File: src/design/dnlc_pkg.sv
// Shared types and constants for the day/night light controller.
// No dependencies.
package dnlc_pkg;

  localparam int SAMPLE_BITS_DEF = 10;
  localparam int THRESH_W        = 10;
  localparam int PERIOD_W        = 16;
  localparam int ONTIME_W        = 16;
  localparam int CONFIRM_W       = 2;
  localparam int COLOR_W         = 24;
  localparam int ADDR_W          = 5;
  localparam int DATA_W          = 32;

  // Register indexes (byte address = 4 * index)
  localparam logic [2:0] REG_DARK_THRESH   = 3'd0;
  localparam logic [2:0] REG_BRIGHT_THRESH = 3'd1;
  localparam logic [2:0] REG_EVAL_PERIOD   = 3'd2;
  localparam logic [2:0] REG_ON_TIME_LIMIT = 3'd3;
  localparam logic [2:0] REG_CONFIRM_COUNT = 3'd4;
  localparam logic [2:0] REG_ON_COLOR      = 3'd5;
  localparam logic [2:0] REG_OFF_COLOR     = 3'd6;

  // Reset values: thresholds are 2.9 V and 2.0 V at 5 V / 1024 counts
  localparam logic [THRESH_W-1:0]  DARK_THRESH_RST   = 10'd593;
  localparam logic [THRESH_W-1:0]  BRIGHT_THRESH_RST = 10'd410;
  localparam logic [PERIOD_W-1:0]  EVAL_PERIOD_RST   = 16'd3600;
  localparam logic [ONTIME_W-1:0]  ON_TIME_LIMIT_RST = 16'd300;
  localparam logic [CONFIRM_W-1:0] CONFIRM_COUNT_RST = 2'd2;
  localparam logic [COLOR_W-1:0]   ON_COLOR_RST      = 24'h666666;
  localparam logic [COLOR_W-1:0]   OFF_COLOR_RST     = 24'h000000;

  typedef enum logic [1:0] {
    PH_INIT      = 2'd0,
    PH_DAY       = 2'd1,
    PH_NIGHT_ON  = 2'd2,
    PH_NIGHT_OFF = 2'd3
  } phase_t;

  typedef struct packed {
    logic [THRESH_W-1:0]  dark_threshold;
    logic [THRESH_W-1:0]  bright_threshold;
    logic [PERIOD_W-1:0]  evaluation_period;
    logic [ONTIME_W-1:0]  on_time_limit;
    logic [CONFIRM_W-1:0] confirm_count;
    logic [COLOR_W-1:0]   on_color;
    logic [COLOR_W-1:0]   off_color;
  } cfg_t;

  typedef struct packed {
    logic               strip_write;
    logic [COLOR_W-1:0] strip_color;
    phase_t             mode;
  } result_t;

endpackage

File: src/design/dnlc_cfg_regs.sv
// Configuration register file behind the APB-style port.
// Depends on dnlc_pkg.
module dnlc_cfg_regs
  import dnlc_pkg::*;
(
  input  logic              clk,
  input  logic              rst_n,
  input  logic              psel,
  input  logic              penable,
  input  logic              pwrite,
  input  logic [ADDR_W-1:0] paddr,
  input  logic [DATA_W-1:0] pwdata,
  output logic [DATA_W-1:0] prdata,
  output cfg_t              cfg
);

  cfg_t       cfg_r;
  cfg_t       cfg_nxt;
  logic       wr_en;
  logic [2:0] reg_idx;

  assign wr_en   = psel && penable && pwrite;
  assign reg_idx = paddr[ADDR_W-1:2];
  assign cfg     = cfg_r;

  always_comb begin
    cfg_nxt = cfg_r;
    if (wr_en) begin
      case (reg_idx)
        REG_DARK_THRESH:   cfg_nxt.dark_threshold    = pwdata[THRESH_W-1:0];
        REG_BRIGHT_THRESH: cfg_nxt.bright_threshold  = pwdata[THRESH_W-1:0];
        REG_EVAL_PERIOD:   cfg_nxt.evaluation_period = pwdata[PERIOD_W-1:0];
        REG_ON_TIME_LIMIT: cfg_nxt.on_time_limit     = pwdata[ONTIME_W-1:0];
        REG_CONFIRM_COUNT: cfg_nxt.confirm_count     = pwdata[CONFIRM_W-1:0];
        REG_ON_COLOR:      cfg_nxt.on_color          = pwdata[COLOR_W-1:0];
        REG_OFF_COLOR:     cfg_nxt.off_color         = pwdata[COLOR_W-1:0];
        default: ;
      endcase
    end
  end

  always_comb begin
    case (reg_idx)
      REG_DARK_THRESH:   prdata = DATA_W'(cfg_r.dark_threshold);
      REG_BRIGHT_THRESH: prdata = DATA_W'(cfg_r.bright_threshold);
      REG_EVAL_PERIOD:   prdata = DATA_W'(cfg_r.evaluation_period);
      REG_ON_TIME_LIMIT: prdata = DATA_W'(cfg_r.on_time_limit);
      REG_CONFIRM_COUNT: prdata = DATA_W'(cfg_r.confirm_count);
      REG_ON_COLOR:      prdata = DATA_W'(cfg_r.on_color);
      REG_OFF_COLOR:     prdata = DATA_W'(cfg_r.off_color);
      default:           prdata = '0;
    endcase
  end

  always_ff @(posedge clk) begin
    if (!rst_n) begin
      cfg_r.dark_threshold    <= DARK_THRESH_RST;
      cfg_r.bright_threshold  <= BRIGHT_THRESH_RST;
      cfg_r.evaluation_period <= EVAL_PERIOD_RST;
      cfg_r.on_time_limit     <= ON_TIME_LIMIT_RST;
      cfg_r.confirm_count     <= CONFIRM_COUNT_RST;
      cfg_r.on_color          <= ON_COLOR_RST;
      cfg_r.off_color         <= OFF_COLOR_RST;
    end else begin
      cfg_r <= cfg_nxt;
    end
  end

endmodule

File: src/design/dnlc_core.sv
// Controller state (prescaler, phase, confirm run, on-time count) and the
// per-tick evaluation logic. Depends on dnlc_pkg.
module dnlc_core
  import dnlc_pkg::*;
#(
  parameter int SAMPLE_BITS = SAMPLE_BITS_DEF
) (
  input  logic                   clk,
  input  logic                   rst_n,
  input  logic                   step,
  input  logic [SAMPLE_BITS-1:0] sample,
  input  cfg_t                   cfg,
  output result_t                result
);

  localparam int CMP_W = (SAMPLE_BITS > THRESH_W) ? SAMPLE_BITS : THRESH_W;
  localparam logic [CONFIRM_W-1:0] RUN_MAX = '1;
  localparam logic [ONTIME_W-1:0]  ON_MAX  = '1;

  logic [PERIOD_W-1:0]  tick_r,   tick_nxt;
  phase_t               phase_r,  phase_nxt;
  logic [CONFIRM_W-1:0] run_r,    run_nxt;
  logic [ONTIME_W-1:0]  on_cnt_r, on_cnt_nxt;

  logic [CMP_W-1:0]     sample_x;
  logic                 evaluate;
  logic                 dark;
  logic                 bright;
  logic                 hit;
  logic [CONFIRM_W-1:0] need;
  logic [CONFIRM_W-1:0] run_hit;
  logic                 confirmed;
  logic [ONTIME_W-1:0]  on_inc;

  assign sample_x = CMP_W'(sample);
  assign evaluate = !(tick_r < cfg.evaluation_period);
  assign dark     = sample_x > CMP_W'(cfg.dark_threshold);
  assign bright   = sample_x < CMP_W'(cfg.bright_threshold);
  // day looks for dark samples, both night phases for bright ones
  assign hit      = (phase_r == PH_DAY) ? dark : bright;
  // a zero confirm count behaves as one
  assign need     = (cfg.confirm_count == '0) ? CONFIRM_W'(1) : cfg.confirm_count;
  assign run_hit  = !hit ? '0 : (run_r == RUN_MAX) ? run_r : run_r + CONFIRM_W'(1);
  assign confirmed = run_hit >= need;
  assign on_inc   = (on_cnt_r == ON_MAX) ? on_cnt_r : on_cnt_r + ONTIME_W'(1);

  always_comb begin
    tick_nxt           = tick_r + PERIOD_W'(1);
    phase_nxt          = phase_r;
    run_nxt            = run_r;
    on_cnt_nxt         = on_cnt_r;
    result.strip_write = 1'b0;
    result.strip_color = '0;
    if (evaluate) begin
      tick_nxt = '0;
      case (phase_r)
        PH_INIT: begin
          result.strip_write = 1'b1;
          if (dark) begin
            result.strip_color = cfg.on_color;
            phase_nxt          = PH_NIGHT_ON;
          end else begin
            result.strip_color = cfg.off_color;
            phase_nxt          = PH_DAY;
          end
        end
        PH_DAY: begin
          run_nxt = run_hit;
          if (confirmed) begin
            result.strip_write = 1'b1;
            result.strip_color = cfg.on_color;
            run_nxt            = '0;
            on_cnt_nxt         = '0;
            phase_nxt          = PH_NIGHT_ON;
          end
        end
        PH_NIGHT_ON: begin
          run_nxt    = run_hit;
          on_cnt_nxt = on_inc;
          // time-out wins over a confirmed return to day
          if (on_inc > cfg.on_time_limit) begin
            result.strip_write = 1'b1;
            result.strip_color = cfg.off_color;
            run_nxt            = '0;
            phase_nxt          = PH_NIGHT_OFF;
          end else if (confirmed) begin
            result.strip_write = 1'b1;
            result.strip_color = cfg.off_color;
            run_nxt            = '0;
            phase_nxt          = PH_DAY;
          end
        end
        PH_NIGHT_OFF: begin
          run_nxt = run_hit;
          if (confirmed) begin
            result.strip_write = 1'b1;
            result.strip_color = cfg.off_color;
            run_nxt            = '0;
            phase_nxt          = PH_DAY;
          end
        end
        default: ;
      endcase
    end
    result.mode = phase_nxt;
  end

  always_ff @(posedge clk) begin
    if (!rst_n) begin
      tick_r   <= '1;
      phase_r  <= PH_INIT;
      run_r    <= '0;
      on_cnt_r <= '0;
    end else if (step) begin
      tick_r   <= tick_nxt;
      phase_r  <= phase_nxt;
      run_r    <= run_nxt;
      on_cnt_r <= on_cnt_nxt;
    end
  end

endmodule

File: src/design/day_night_light_controller.sv
// Day/night light controller, top level: sample input register, controller
// core, result register and configuration registers. Depends on dnlc_pkg,
// dnlc_cfg_regs and dnlc_core.
//
// Usage:
//   in_*   : one transaction per timer tick; in_tdata carries the light sample.
//   out_*  : one result transaction per input tick, in order. out_tuser is the
//            strip write strobe; out_tdata holds the fill colour and the mode.
//   cfg    : APB-style registers at byte address 4*index; pready is tied high.
//            Write registers only while no ticks are in flight.
// Path: a tick accepted into the sample register passes through the core, and
//   its result is shown from the result register.
// Throughput: one tick per cycle unless out_tready stalls; the state update is a
//   single pass of compare/increment logic between sample and result registers.
// Reset: synchronous; registers go to their defaults, the prescaler is set so
//   the first tick evaluates, the phase returns to init and both pipeline
//   stages empty.
// Stall: when out_tready is low the result register holds, the sample register
//   fills, and in_tready drops until the result is taken.
module day_night_light_controller
  import dnlc_pkg::*;
#(
  parameter int SAMPLE_BITS = SAMPLE_BITS_DEF
) (
  input  logic                              clk,
  input  logic                              rst_n,
  // in_tdata: [SAMPLE_BITS-1:0] light_sample, rest zero padding
  input  logic                              in_tvalid,
  output logic                              in_tready,
  input  logic [((SAMPLE_BITS+7)/8)*8-1:0]  in_tdata,
  // out_tdata: [23:0] strip_color, [25:24] mode, [31:26] zero
  output logic                              out_tvalid,
  input  logic                              out_tready,
  output logic [31:0]                       out_tdata,
  // out_tuser: [0] strip_write
  output logic                              out_tuser,
  input  logic                              psel,
  input  logic                              penable,
  input  logic                              pwrite,
  input  logic [ADDR_W-1:0]                 paddr,
  input  logic [DATA_W-1:0]                 pwdata,
  output logic [DATA_W-1:0]                 prdata,
  output logic                              pready
);

  cfg_t                   cfg;
  result_t                result;
  logic                   s1_valid_r, s1_valid_nxt;
  logic [SAMPLE_BITS-1:0] s1_sample_r;
  logic                   out_valid_r, out_valid_nxt;
  result_t                out_res_r;
  logic                   advance;

  assign pready = 1'b1;

  dnlc_cfg_regs u_cfg_regs (
    .clk     (clk),
    .rst_n   (rst_n),
    .psel    (psel),
    .penable (penable),
    .pwrite  (pwrite),
    .paddr   (paddr),
    .pwdata  (pwdata),
    .prdata  (prdata),
    .cfg     (cfg)
  );

  dnlc_core #(
    .SAMPLE_BITS (SAMPLE_BITS)
  ) u_core (
    .clk    (clk),
    .rst_n  (rst_n),
    .step   (advance),
    .sample (s1_sample_r),
    .cfg    (cfg),
    .result (result)
  );

  // tick moves from the sample register into the result register
  assign advance   = s1_valid_r && (!out_valid_r || out_tready);
  assign in_tready = !s1_valid_r || advance;

  assign s1_valid_nxt  = (in_tvalid && in_tready) || (s1_valid_r && !advance);
  assign out_valid_nxt = advance || (out_valid_r && !out_tready);

  always_ff @(posedge clk) begin
    if (!rst_n) begin
      s1_valid_r  <= 1'b0;
      out_valid_r <= 1'b0;
    end else begin
      s1_valid_r  <= s1_valid_nxt;
      out_valid_r <= out_valid_nxt;
    end
  end

  always_ff @(posedge clk) begin
    if (in_tvalid && in_tready) begin
      s1_sample_r <= in_tdata[SAMPLE_BITS-1:0];
    end
    if (advance) begin
      out_res_r <= result;
    end
  end

  assign out_tvalid = out_valid_r;
  assign out_tuser  = out_res_r.strip_write;
  assign out_tdata  = {6'd0, out_res_r.mode, out_res_r.strip_color};

endmodule

File: config.mk
export PLATFORM = sky130hd
export DESIGN_NAME = day_night_light_controller
export DESIGN_NICKNAME = d
export VERILOG_FILES = /design/src/design/dnlc_pkg.sv /design/src/design/dnlc_cfg_regs.sv /design/src/design/dnlc_core.sv /design/src/design/day_night_light_controller.sv
export SDC_FILE = /design/constraint.sdc
export NUM_CORES = 1
export LEC_CHECK = 0
export BUFFER_PORTS_ARGS = -buffer_cell sky130_fd_sc_hd__buf_2
export CORE_MARGIN = 2
export CORE_UTILIZATION = 45
export DETAILED_ROUTE_END_ITERATION = 16
export GPL_TIMING_DRIVEN = 1
export PLACE_DENSITY = 0.73
export SYNTH_ARGS = -nofsm -noshare
export SYNTH_HDL_FRONTEND = slang
export SYNTH_SLANG_ARGS = --single-unit
File: constraint.sdc
create_clock -name clk -period 3.4 [get_ports clk]
set_input_delay 0.68 -clock clk [delete_from_list [all_inputs] [get_ports clk]]
set_output_delay 0.68 -clock clk [all_outputs]
set_load 0.01 [all_outputs]
==> impl_metrics.tcl <==
set metrics [dict create \
    worst_ep_required_time_ns 3.57 \
    number_of_antenna_violations_at_the_first_check_in_global_routing 0 \
    drt_first_pass_iters 5 \
    worstHoldPathType "input port to register" \
    tritoncts.num_buffers 17 \
    irDropWorstVdd_uv 407.2 \
    die_width_um 152.5 \
    gpl.final_weighted_congestion 0.8846 \
    io_buffer_count 96 \
    grt_max_degree 69 \
    post_synth_and_or_nand_nor_area_fraction_pct 18.92 \
    power_switching_uw 1379 \
    switching_power_share_of_the_total_pct 26.91 \
    finalNetCount 1474 \
    grt_remaining_overflow 0 \
    yosysSeqAreaShare_pct 39.42 \
    synth-async-reset-ratio_pct 0 \
    timing.critical_path.from_type "register" \
    core_area_mm2 0.02176 \
    finish.utilization_pct 57.23 \
    status "complete, but fails checks" \
    setup.worst_path.class "register to register" \
    cts.sinks 177 \
    maxSlewHeadroom_pct 42.42 \
    dr.first_iter.drc_count 1025 \
    timing.critical_path.fanout_max 13 \
    route.detailed.drc 0 \
    number_of_instances_in_the_placed_design 1598 \
    final-instance-count-excl-fill 1649 \
    ys_warn_count 0 \
    synth_cell_type_count 67 \
    flow.area_growth_from_synthesis_pct 25.41 \
    fin_skew_ns 0.006563 \
    failing_checks "negative setup slack" \
    total_die_area_mm2 0.02327 \
    tightest_slew_ns 0.8625 \
    post_synth_instance_area_mm2 0.009928 \
    timing.max_cap.violations 0 \
    synth_adder_area_share_pct 7.309 \
    post_synth_inst_count 1199 \
    tritoncts "done" \
    synth_edf_count 37 \
    fmaxAchievable_ghz 0.2818 \
    post_cts_hold_buffer_count 0 \
    wl_per_cell_um 18.86 \
    seq_power_share_pct 44.1 \
    fillCellCount 1907 \
    power_uw 5125 \
    first_pass_grt_wire_length_um 47780 \
    die-height_um 152.5 \
    routed_wl_um 31100 \
    worst_setup_path_end_kind "register" \
    synth_area_per_cell_um2 8.280 \
    n_antenna_cell 0 \
    finalSetupViolations 36 \
    yosys-mux-area-fraction_pct 2.873 \
    cts.reportedPaths.clkPinSlew_ns 0.06 \
    cts-htree-levels 4 \
    first_global_vias 8763 \
    fraction_of_layout_cells_with_a_size_suffix_above_1_pct 25.05 \
    timing.final.crit_share_pct 104.4 \
    post_synth_xor_area_fraction_pct 2.029 \
    internal_power_uw 3745 \
    boundaryPins 128 \
    power_share_of_the_clock_group_pct 40.6 \
    antenna_violating_nets_post_route 0 \
    ys.flop_type "sky130_fd_sc_hd__dfxtp_1" \
    cellPowerDensity_mw_per_mm2 411.6 \
    timing.final.crit_period_ns 3.548 \
    post_drt_via_cell_ratio 5.879 \
    num_rows 54 \
    clock_latency_at_the_later_pin_of_the_worst_skew_pair_ns 0.44 \
    initial_utilization_pct 45.63 \
    main_combinational_cell_family_by_area_after_synthesis "compound AO/OA/AOI/OAI gates" \
    ys_ff_latch 177 \
    leakagePower_uw 0.004976 \
    synth-compound-area-share_pct 22.73 \
    cts-root-to-sink-buffers 2 \
    vias 9695 \
    worst_ep_arrival_time_ns 3.72 \
    grt_util_all_layers_pct 25.52 \
    timing.final.ws_setup_ns -0.1485 \
    rsz_0062_raised_after_global_routing "yes" \
    slew_violations 0 \
    comb_power_share_pct 15.3 \
    root_buffer_cell "sky130_fd_sc_hd__clkbuf_16" \
    timing.final.hold_violations 0 \
    hold-worst-slack_ns 0.4123 \
    dp_hpwl_um 21670 \
]
[synthesized netlist by cell type (7+ instances only)]
| master | n | area (µm²) |
|---|---|---|
| sky130_fd_sc_hd__o211ai_1 | 24 | 180.2 |
| sky130_fd_sc_hd__edfxtp_1 | 37 | 1111 |
| sky130_fd_sc_hd__xnor2_1 | 10 | 87.58 |
| sky130_fd_sc_hd__mux2i_1 | 15 | 150.1 |
| sky130_fd_sc_hd__and3_1 | 9 | 56.30 |
| sky130_fd_sc_hd__a41o_1 | 7 | 70.07 |
| sky130_fd_sc_hd__nand2_1 | 267 | 1002 |
| sky130_fd_sc_hd__a21oi_1 | 105 | 525.5 |
| sky130_fd_sc_hd__buf_4 | 17 | 127.6 |
| sky130_fd_sc_hd__a22oi_1 | 39 | 292.8 |
| sky130_fd_sc_hd__o22ai_1 | 30 | 187.7 |
| sky130_fd_sc_hd__nand2b_1 | 9 | 56.30 |
| sky130_fd_sc_hd__o21ai_0 | 42 | 210.2 |
| sky130_fd_sc_hd__a22o_1 | 30 | 262.8 |
| sky130_fd_sc_hd__clkbuf_1 | 56 | 210.2 |
| sky130_fd_sc_hd__ha_1 | 58 | 725.7 |
| sky130_fd_sc_hd__nor2b_1 | 8 | 50.05 |
| sky130_fd_sc_hd__nand4_1 | 12 | 75.07 |
| sky130_fd_sc_hd__inv_1 | 63 | 236.5 |
| sky130_fd_sc_hd__a211oi_1 | 8 | 60.06 |
| sky130_fd_sc_hd__xor2_1 | 13 | 113.9 |
| sky130_fd_sc_hd__buf_1 | 7 | 26.28 |
| sky130_fd_sc_hd__nor2_1 | 40 | 150.1 |
| sky130_fd_sc_hd__nor3_1 | 15 | 75.07 |
| sky130_fd_sc_hd__nand3_1 | 38 | 190.2 |
| sky130_fd_sc_hd__dfxtp_1 | 140 | 2803 |
| sky130_fd_sc_hd__buf_2 | 11 | 55.05 |
| sky130_fd_sc_hd__a21o_1 | 13 | 97.59 |
[placed cells by master (no fill, tap or decap), drive strengths merged, types with 4 or more instances in the layout]
cell,synthesis,routed
a211o,6,6
a211oi,8,8
a21o,13,13
a21oi,106,106
a221oi,4,4
a22o,30,30
a22oi,39,39
a41o,7,7
and2,4,4
and3,9,9
buf,35,216
bufinv,0,4
clkbuf,56,18
clkinv,1,4
clkinvlp,0,6
conb,2,15
dfxtp,140,140
edfxtp,37,37
ha,58,58
inv,63,64
mux2,6,6
mux2i,15,15
nand2,267,267
nand2b,9,9
nand3,38,38
nand4,13,13
nor2,40,40
nor2b,8,8
nor3,17,17
o211ai,24,24
o21ai,43,43
o22ai,30,30
o31ai,4,4
or2,5,5
or3,4,4
xnor2,10,10
xor2,13,13
[cell type report]
class	instances	area (µm²)	share of cell area, %
multi-input combinational	880	5848	46.97
sequential	177	3924	31.51
timing repair buffer	216	1470	11.81
clock buffer	18	429.2	3.447
tap	280	350.3	2.814
inverter	64	240.2	1.929
clock inverter	14	188.9	1.517
[through the flow]
stage	cell area (µm²)	setup slack [ns]	setup TNS, ns
3_5_place_dp	11270	-0.1840	-4.716
3_3_place_gp	11270	-0.1074	-2.327
5_1_grt	12450	-0.2492	-7.460
2_1_floorplan	10060	-0.04343	-0.8287
6_report	12450	-0.1485	-3.312
4_1_cts	12090	-0.06067	-0.8919
[worst max-delay path, stage by stage, from the launching register on]
cell,delay [ns]
sky130_fd_sc_hd__edfxtp_1,0.44
sky130_fd_sc_hd__ha_4,0.24
sky130_fd_sc_hd__a21o_1,0.15
sky130_fd_sc_hd__a21o_1,0.18
sky130_fd_sc_hd__a2111oi_4,0.46
sky130_fd_sc_hd__nor2_4,0.09
sky130_fd_sc_hd__a32oi_2,0.27
sky130_fd_sc_hd__ha_1,0.28
sky130_fd_sc_hd__nand2b_4,0.15
sky130_fd_sc_hd__a21o_1,0.16
sky130_fd_sc_hd__a21o_1,0.22
sky130_fd_sc_hd__buf_12,0.17
sky130_fd_sc_hd__a22o_1,0.18
sky130_fd_sc_hd__a22oi_2,0.16
sky130_fd_sc_hd__o22ai_2,0.12
[kinds of logic after synthesis]
family	count (synthesis)
and+or+nand+nor	422
AOI/OAI and AO/OA	338
DFF	177
buffers and inverters	155
adders and majority gates	58
muxes	24
xor gates and xnor gates	23
other	2
[path summary, 6_finish.rpt]
kind	startpoint	end	slack, ns	cells past startpoint
worst max-delay path	s1_sample_r[3]	out_tdata[4]	-0.15	14
worst min-delay path	in_tdata[9]	s1_sample_r[9]	0.41	1
worst min register to register	u_cfg_regs.cfg[73]	u_cfg_regs.cfg[73]	0.46	2
worst max register to register	s1_sample_r[3]	out_tdata[4]	-0.15	14
[per-layer routing]
layer | GRT usage [%] | vias up | routed length, µm
li1 | - | 4551 | -
met1 | 34.24 | 4609 | 13290
met2 | 41.18 | 459 | 14560
met3 | 4.721 | 76 | 2206
met4 | 9.656 | 0 | 1046
met5 | 0 | - | 0
[repair_timing]
item / CTS / global route
pin swaps: 7 / 22
endpoints found under the setup margin: 41 / 47
buffers inserted: 3 / 15
gates cloned: 0 / 1
gates resized for setup: 33 / 53
[state kept, by name, indices dropped and copies added (netlist names), 2 cells and up]
signal and flops:
out_tdata 26, u_core.run_r 2, s1_sample_r 10, u_core.phase_r 2, u_core.tick_r 16, u_cfg_regs.cfg 102, u_core.on_cnt_r 16
[power by group through the flow]
| stage | Sequential, µW | Clock [µW] | Combinational (µW) |
|---|---|---|---|
| 2_1_floorplan | 2300 | 0 | 444 |
| 3_3_place_gp | 2300 | 0 | 681 |
| 3_5_place_dp | 2310 | 0 | 698 |
| 4_1_cts | 2260 | 2090 | 730 |
| 5_1_grt | 2270 | 2160 | 841 |
| 6_report | 2260 | 2080 | 785 |
Note: power is estimated with default switching activity, not from simulation.
